### config.mk
export PLATFORM = sky130hd
export DESIGN_NAME = read_quality_trimmer_unit
export DESIGN_NICKNAME = d
export VERILOG_FILES = /design/src/rtl/rqt_pkg.sv /design/src/rtl/read_quality_trimmer_unit.sv
export SDC_FILE = /design/constraint.sdc
export NUM_CORES = 1
export LEC_CHECK = 0
export BUFFER_PORTS_ARGS = -buffer_cell sky130_fd_sc_hd__buf_2
export CAP_MARGIN = 20
export CORE_MARGIN = 4
export CORE_UTILIZATION = 50
export DETAILED_ROUTE_END_ITERATION = 10
export PLACE_DENSITY_LB_ADDON = 0.15
export SYNTH_ARGS = -nofsm -noshare
export SYNTH_HDL_FRONTEND = slang
export SYNTH_SLANG_ARGS = --single-unit
### constraint.sdc
create_clock -name clk -period 11.3 [get_ports clk]
set_input_delay 2.26 -clock clk [delete_from_list [all_inputs] [get_ports clk]]
set_output_delay 2.26 -clock clk [all_outputs]
set_load 0.01 [all_outputs]
### src/rtl/rqt_pkg.sv
// ----------------------------------------------------------------------------
// rqt_pkg
// Shared constants and helpers of the read quality trimmer: register indexes,
// quality encoding codes and offsets, running sum limits, stream field widths.
// ----------------------------------------------------------------------------
package rqt_pkg;

	// configuration register indexes
	localparam logic REG_TRIM_THRESHOLD  = 1'b0;
	localparam logic REG_ENCODING_SELECT = 1'b1;

	localparam int THR_W = 7;
	localparam int ENC_W = 2;
	localparam int CFG_W = 7;

	// quality encoding codes
	localparam logic [ENC_W-1:0] ENC_PHRED33 = 2'd0;
	localparam logic [ENC_W-1:0] ENC_PHRED59 = 2'd1;
	localparam logic [ENC_W-1:0] ENC_PHRED64 = 2'd2;
	localparam logic [ENC_W-1:0] ENC_PHRED66 = 2'd3;

	localparam logic [THR_W-1:0] THR_RESET = 7'd20;
	localparam logic [ENC_W-1:0] ENC_RESET = ENC_PHRED33;

	// running sum, signed, saturating
	localparam int                SUM_W   = 20;
	localparam logic [SUM_W-1:0]  SUM_MAX = {1'b0, {(SUM_W-1){1'b1}}};
	localparam logic [SUM_W-1:0]  SUM_MIN = {1'b1, {(SUM_W-1){1'b0}}};
	localparam int                DELTA_W = 10;

	// stream field widths
	localparam int QUAL_W   = 8;
	localparam int OPLEN_W  = 11;
	localparam int TRIM_W   = 11;
	localparam int NLEN_W   = 11;
	localparam int NSTART_W = 10;
	localparam int NEND_W   = 11;
	localparam int S_DATA_W = 24;
	localparam int M_DATA_W = 48;

	function automatic logic [THR_W-1:0] enc_offset(input logic [ENC_W-1:0] sel);
		logic [THR_W-1:0] off;
		case (sel)
			ENC_PHRED33: off = 7'd33;
			ENC_PHRED59: off = 7'd59;
			ENC_PHRED64: off = 7'd64;
			ENC_PHRED66: off = 7'd66;
			default:     off = 7'd33;
		endcase
		return off;
	endfunction

endpackage

### src/rtl/read_quality_trimmer_unit.sv
// ----------------------------------------------------------------------------
// read_quality_trimmer_unit
// 3'-end quality trimming of one sequencing read, one quality byte a cycle unless stalled.
// ----------------------------------------------------------------------------
// Quality bytes of a read enter on the slave stream, 3' end first, with tlast
// on the final byte; one result per read leaves on the master stream after the
// last byte. The block takes one byte every cycle unless a last byte stalls: a
// byte is registered, then one add, one saturation and one compare against the
// best sum update the read state. The result of a read is registered once its
// last byte leaves the input register and sits in an output register, so the
// next read keeps streaming in while the result waits; only a last byte stalls
// behind an untaken result. The user must write threshold and encoding through
// the cfg port only while no read is in flight; the block does not enforce it.
module read_quality_trimmer_unit #(
	parameter int MAX_READ_LENGTH = 1024
) (
	input  logic                           clk,
	input  logic                           arst_n,
	input  logic                           cfg_we,
	input  logic                           cfg_index,
	input  logic [rqt_pkg::CFG_W-1:0]      cfg_data,
	input  logic                           s_tvalid,
	output logic                           s_tready,
	// [7:0] quality_byte, [18:8] end_op_length, [23:19] zero
	input  logic [rqt_pkg::S_DATA_W-1:0]   s_tdata,
	input  logic                           s_tlast,
	// [0] reverse_strand
	input  logic                           s_tuser,
	output logic                           m_tvalid,
	input  logic                           m_tready,
	// [10:0] trim_count, [21:11] new_length, [31:22] start_offset,
	// [42:32] new_end_op_length, [47:43] zero
	output logic [rqt_pkg::M_DATA_W-1:0]   m_tdata
);

	localparam int CW = $clog2(MAX_READ_LENGTH + 1);
	localparam int PW = $clog2(MAX_READ_LENGTH);
	localparam int EW = (CW > rqt_pkg::OPLEN_W) ? CW : rqt_pkg::OPLEN_W;
	localparam logic [CW-1:0] MAX_LEN = CW'(MAX_READ_LENGTH);

	logic [rqt_pkg::THR_W-1:0] trim_threshold_q;
	logic [rqt_pkg::ENC_W-1:0] encoding_select_q;

	logic                          valid_s1;
	logic [rqt_pkg::QUAL_W-1:0]    qual_s1;
	logic [rqt_pkg::OPLEN_W-1:0]   oplen_s1;
	logic                          last_s1;
	logic                          rev_s1;

	logic [rqt_pkg::SUM_W-1:0]     running_sum_q;
	logic [rqt_pkg::SUM_W-1:0]     best_sum_q;
	logic [PW-1:0]                 best_position_q;
	logic [CW-1:0]                 base_count_q;
	logic                          no_trim_q;
	logic                          strand_q;

	logic                          m_valid_q;
	logic [rqt_pkg::M_DATA_W-1:0]  m_data_q;

	logic                          advance;
	logic                          active;
	logic                          first;
	logic [rqt_pkg::DELTA_W-1:0]   qual_adj;
	logic [rqt_pkg::DELTA_W-1:0]   delta;
	logic                          no_trim_eff;
	logic                          strand_eff;
	logic [rqt_pkg::SUM_W:0]       sum_wide;
	logic [rqt_pkg::SUM_W-1:0]     sum_sat;
	logic                          do_sum;
	logic                          new_best;
	logic [rqt_pkg::SUM_W-1:0]     running_sum_d;
	logic [rqt_pkg::SUM_W-1:0]     best_sum_d;
	logic [PW-1:0]                 best_position_d;
	logic [CW-1:0]                 len_d;
	logic [CW-1:0]                 trim_x;
	logic [CW-1:0]                 trim_raw;
	logic [CW-1:0]                 len_m1;
	logic [CW-1:0]                 nstart;
	logic [EW-1:0]                 nend;
	logic [rqt_pkg::M_DATA_W-1:0]  result;

	// configuration registers
	always_ff @(posedge clk or negedge arst_n) begin
		if (!arst_n) begin
			trim_threshold_q  <= rqt_pkg::THR_RESET;
			encoding_select_q <= rqt_pkg::ENC_RESET;
		end else if (cfg_we) begin
			case (cfg_index)
				rqt_pkg::REG_TRIM_THRESHOLD:  trim_threshold_q  <= cfg_data;
				rqt_pkg::REG_ENCODING_SELECT: encoding_select_q <= cfg_data[rqt_pkg::ENC_W-1:0];
				default: ;
			endcase
		end
	end

	assign advance  = valid_s1 && (!last_s1 || !m_valid_q || m_tready);
	assign s_tready = !valid_s1 || advance;

	// input register
	always_ff @(posedge clk or negedge arst_n) begin
		if (!arst_n) begin
			valid_s1 <= 1'b0;
		end else if (s_tready) begin
			valid_s1 <= s_tvalid;
		end
	end

	always_ff @(posedge clk) begin
		if (s_tready && s_tvalid) begin
			qual_s1  <= s_tdata[rqt_pkg::QUAL_W-1:0];
			oplen_s1 <= s_tdata[rqt_pkg::QUAL_W +: rqt_pkg::OPLEN_W];
			last_s1  <= s_tlast;
			rev_s1   <= s_tuser;
		end
	end

	// per-byte update
	always_comb begin
		active      = base_count_q < MAX_LEN;
		first       = base_count_q == '0;
		qual_adj    = {2'b00, qual_s1}
			- {{(rqt_pkg::DELTA_W-rqt_pkg::THR_W){1'b0}}, rqt_pkg::enc_offset(encoding_select_q)};
		delta       = {{(rqt_pkg::DELTA_W-rqt_pkg::THR_W){1'b0}}, trim_threshold_q} - qual_adj;
		no_trim_eff = first ? (delta[rqt_pkg::DELTA_W-1] || delta == '0) : no_trim_q;
		strand_eff  = first ? rev_s1 : strand_q;

		sum_wide = {running_sum_q[rqt_pkg::SUM_W-1], running_sum_q}
			+ {{(rqt_pkg::SUM_W+1-rqt_pkg::DELTA_W){delta[rqt_pkg::DELTA_W-1]}}, delta};
		if (sum_wide[rqt_pkg::SUM_W] != sum_wide[rqt_pkg::SUM_W-1]) begin
			sum_sat = sum_wide[rqt_pkg::SUM_W] ? rqt_pkg::SUM_MIN : rqt_pkg::SUM_MAX;
		end else begin
			sum_sat = sum_wide[rqt_pkg::SUM_W-1:0];
		end

		do_sum   = active && !no_trim_eff;
		new_best = $signed(sum_sat) > $signed(best_sum_q);

		running_sum_d   = do_sum ? sum_sat : running_sum_q;
		best_sum_d      = (do_sum && new_best) ? sum_sat : best_sum_q;
		best_position_d = (do_sum && new_best) ? base_count_q[PW-1:0] : best_position_q;
		len_d           = active ? base_count_q + CW'(1) : base_count_q;

		trim_raw = no_trim_eff ? '0 : {{(CW-PW){1'b0}}, best_position_d} + CW'(1);
		trim_x   = (trim_raw > len_d) ? len_d : trim_raw;
		len_m1   = len_d - CW'(1);
		if (strand_eff && trim_x != '0) begin
			nstart = (trim_x < len_m1) ? trim_x : len_m1;
		end else begin
			nstart = '0;
		end
		nend = (EW'(oplen_s1) > EW'(trim_x)) ? EW'(oplen_s1) - EW'(trim_x) : '0;

		result = '0;
		result[10:0]  = rqt_pkg::TRIM_W'(trim_x);
		result[21:11] = rqt_pkg::NLEN_W'(len_d - trim_x);
		result[31:22] = rqt_pkg::NSTART_W'(nstart);
		result[42:32] = rqt_pkg::NEND_W'(nend);
	end

	// read state
	always_ff @(posedge clk or negedge arst_n) begin
		if (!arst_n) begin
			running_sum_q   <= '0;
			best_sum_q      <= rqt_pkg::SUM_MIN;
			best_position_q <= '0;
			base_count_q    <= '0;
			no_trim_q       <= 1'b0;
			strand_q        <= 1'b0;
		end else if (advance) begin
			if (last_s1) begin
				running_sum_q   <= '0;
				best_sum_q      <= rqt_pkg::SUM_MIN;
				best_position_q <= '0;
				base_count_q    <= '0;
				no_trim_q       <= 1'b0;
				strand_q        <= 1'b0;
			end else begin
				running_sum_q   <= running_sum_d;
				best_sum_q      <= best_sum_d;
				best_position_q <= best_position_d;
				base_count_q    <= len_d;
				no_trim_q       <= active ? no_trim_eff : no_trim_q;
				strand_q        <= active ? strand_eff : strand_q;
			end
		end
	end

	// result register
	always_ff @(posedge clk or negedge arst_n) begin
		if (!arst_n) begin
			m_valid_q <= 1'b0;
		end else if (advance && last_s1) begin
			m_valid_q <= 1'b1;
		end else if (m_tready) begin
			m_valid_q <= 1'b0;
		end
	end

	always_ff @(posedge clk) begin
		if (advance && last_s1) begin
			m_data_q <= result;
		end
	end

	assign m_tvalid = m_valid_q;
	assign m_tdata  = m_data_q;

	// assertions
	a_stall_cause: assert property (@(posedge clk) disable iff (!arst_n)
		!s_tready |-> (valid_s1 && last_s1 && m_valid_q && !m_tready))
		else $error("input stalled without a pending result");

	a_count_bound: assert property (@(posedge clk) disable iff (!arst_n)
		base_count_q <= MAX_LEN)
		else $error("base count beyond maximum read length");

	a_best_dominates: assert property (@(posedge clk) disable iff (!arst_n)
		(base_count_q != '0 && !no_trim_q) |-> $signed(running_sum_q) <= $signed(best_sum_q))
		else $error("running sum above best sum");

	a_start_le_trim: assert property (@(posedge clk) disable iff (!arst_n)
		m_valid_q |-> (m_data_q[31:22] <= m_data_q[10:0]))
		else $error("start offset beyond trim count");

endmodule

==> qor.yml <==
run_status:
  status: "finished, violations left"
  violations: "negative setup slack"
floorplan:
  num_io_pins: 89
  dieArea_um2: 22300
  chipHeight_um: 149
  die_x_um: 149
  start_util_pct: 51.1
  num_rows: 51
  placeableCoreArea_um2: 19500
sta:
  timing.final.ws_setup_ns: -0.178
  worstMarginPinSlew_ns: 1.08
  slew_headroom_pct: 27.4
  whs_ns: 0.477
  hold_violations: 0
  setup_viol: 22
  clock_skew_ns: 0.00810
  max_freq_mhz: 87.1
  slew_viol_final: 0
  min_period_ns: 11.48
  fin_crit_sh_pct: 102
  setup_tns_ns: -2.91
  rsz0062_at_grt: "yes"
final_layout:
  syn_to_final_growth_pct: 37.3
  stdcell_count: 1650
  multiInputGateArea_um2: 6390
  fillCellCount: 1498
  drive_above_1_share_pct: 34.1
  final_nets: 1518
  fin_util_pct: 70.2
  antenna_cells: 0
  regArea_um2: 3780
min_path:
  hold_class: "reg -> reg"
  hold_start: "best_sum_q[13]$_DFFE_PN0P_"
detailed_routing:
  route.detailed.drc: 0
  via_per_inst: 5.46
  dr.first_iter.drc_count: 547
  ant_nets: 0
  routed_wl_um: 28500
  dr.pass1.iters: 5
  wl_per_cell_um: 17.3
  vias: 9001
critical_path:
  cpPeakStageDelay_ns: 0.49
  crit_path_start_kind: "flip-flop"
  cp_max_fo: 8
  crit_required_ns: 11.47
  cp_slowest_cell: "or4_1"
  arrival_ns: 11.65
  crit_start: "encoding_select_q[1]$_DFFE_PN0P_"
  regToRegStartpoint: "encoding_select_q[1]$_DFFE_PN0P_"
  crit_type: "reg -> reg"
  critPathCaptureType: "flip-flop"
synthesis:
  ys.flop_type: "dfrtp_1"
  syn_inst: 1077
  synth_seq_cells: 138
  synth_top_area_share_pct: 19.2
  synth-edff-count: 64
  syn_area_um2: 9990
  ys_types: 76
  ys.warnings.count: 0
  synth.area.top_cells: "edfxtp_1 19%, dfrtp_1 18%, ha_1 13%"
  synthTopCellsByCount: "102 x ha_1, 102 x nand2_1, 90 x o21ai_0"
  yosysTopAreaCell: "edfxtp_1"
  avgSynthCellArea_um2: 9.27
  async_reset_ff_share_pct: 53.6
  seq_area_frac_synth_pct: 37.8
placed_design:
  gp_congestion: 0.934
  dp_hpwl_um: 20100
  portBuffers: 78
  dp_cells: 1577
global_routing:
  grt_start_max_net_pins: 75
  grt_overflow_total: 0
  grt.total_usage_pct: 24.5
  antenna_found_initial: 0
  grt_pass1_wl_um: 43400
  first_global_vias: 8561
clocking:
  h-tree-depth: 4
  insertion_delay_ns: 0.43
  clk_path_buf_depth: 2
  cts_sinks: 138
  cts_tree: "done"
  numCtsBuffers: 17
  clkTransAtPathRegs_ns: 0.06
  holdBufCountCts: 0
  clock-root-buffer: "clkbuf_16"
run:
  maxCapViolations: 0
-- kinds of logic (layout without fill, tap and decap cells) --
| kind of cell | count (synthesis) | after routing | share of synthesized area, % |
|---|---|---|---|
| simple gates | 328 | 328 | 15.9 |
| compound gates | 276 | 276 | 18.1 |
| buf+inv | 128 | 432 | 5.21 |
| fa+ha+maj | 108 | 108 | 13.9 |
| other cells | 1 | 5 | 0.0376 |
| flops | 138 | 138 | 37.8 |
| mux | 22 | 22 | 2.33 |
| xor+xnor | 76 | 76 | 6.67 |
-- area by class of cell --
cell class / instances / share of cell area (%)
multi-input combinational: 815 / 46.6
inverter: 89 / 2.47
clock inverter: 12 / 0.821
timing repair buffer: 311 / 16.6
tap: 265 / 2.42
sequential: 138 / 27.5
clock buffer: 20 / 3.49
-- stage by stage --
stage	setup slack (ns)	area, um2
2_1_floorplan	0.0608	10100
3_3_place_gp	-0.385	12000
3_5_place_dp	-0.519	12100
4_1_cts	0.000840	13000
5_1_grt	-0.639	13700
6_report	-0.178	13700
-- what timing repair did --
action | in CTS | in global routing
endpoints found under the setup margin | 26 | 28
buffers inserted | 17 | 21
resized for setup | 43 | 112
gates cloned | 0 | 2
pin swaps | 21 | 74
-- cells in the final DEF, fill, tap and decap left out, types with 6 or more instances in the layout --
cell	Yosys	routed
buf_4	5	218
buf_6	2	8
xor2_1	27	26
ha_4	0	15
nor3_1	19	12
nor2_1	87	70
edfxtp_1	64	64
a21oi_1	57	38
o21ai_1	3	12
a21oi_2	0	15
ha_1	102	85
and2_1	10	7
a22o_1	10	10
dfrtp_1	71	71
nand2b_1	12	12
and3_1	18	17
nor2_2	0	10
a31oi_1	8	6
nor3_2	0	7
xnor2_1	49	46
o211ai_1	6	6
buf_12	0	7
clkbuf_16	0	20
o21ai_0	90	77
nor2_4	0	7
nand2_1	102	98
nand3_1	18	18
o21a_1	14	14
mux2_2	10	10
nand4_1	16	16
a21o_1	21	21
buf_2	5	77
a211oi_1	9	7
o21bai_1	6	6
inv_1	89	81
mux2i_1	12	10
nor2b_1	15	10
-- worst max-delay path, delay by kind of cell, from the launching register on --
family / cells / cell delay (ns)
flops: 1 / 0.39
fa+ha+maj: 8 / 2.00
buf+inv: 9 / 0.97
xor+xnor: 4 / 0.60
compound gates: 24 / 4.63
simple gates: 16 / 2.47
mux: 1 / 0.12
-- sequential cells by signal, indices dropped and copies added (netlist names) --
signal and flops:
base_count_q 11, best_position_q 10, best_sum_q 20, encoding_select_q 2, last_s1 1, m_tdata 43
m_tvalid 1, no_trim_q 1, oplen_s1 11, qual_s1 8, rev_s1 1, running_sum_q 20
strand_q 1, trim_threshold_q 7, valid_s1 1
-- worst paths after layout --
kind,slack [ns],endpoint,depth (start not counted)
min in group asynchronous,1.99,running_sum_q[12]$_DFFE_PN0P_,1
min reg2reg,0.48,best_sum_q[13]$_DFFE_PN0P_,2
max reg2reg,-0.18,m_tdata[31]$_SDFFCE_PN0P_,62
max,-0.18,m_tdata[31]$_SDFFCE_PN0P_,62
min,0.48,best_sum_q[13]$_DFFE_PN0P_,2
max in group asynchronous,8.67,no_trim_q$_DFFE_PN0P_,1
-- metal layers --
metal	global-route usage, %	vias to the layer above	part of all wire, %
met5	0	-	0
met4	6.82	0	2.3
met3	4.35	57	4.1
met2	40.0	224	47
li1	-	4452	-
met1	33.8	4268	47
Power is left out: the tool's default activity adds up to more than one toggle a clock period on the data nets, which glitch-free logic cannot reach.
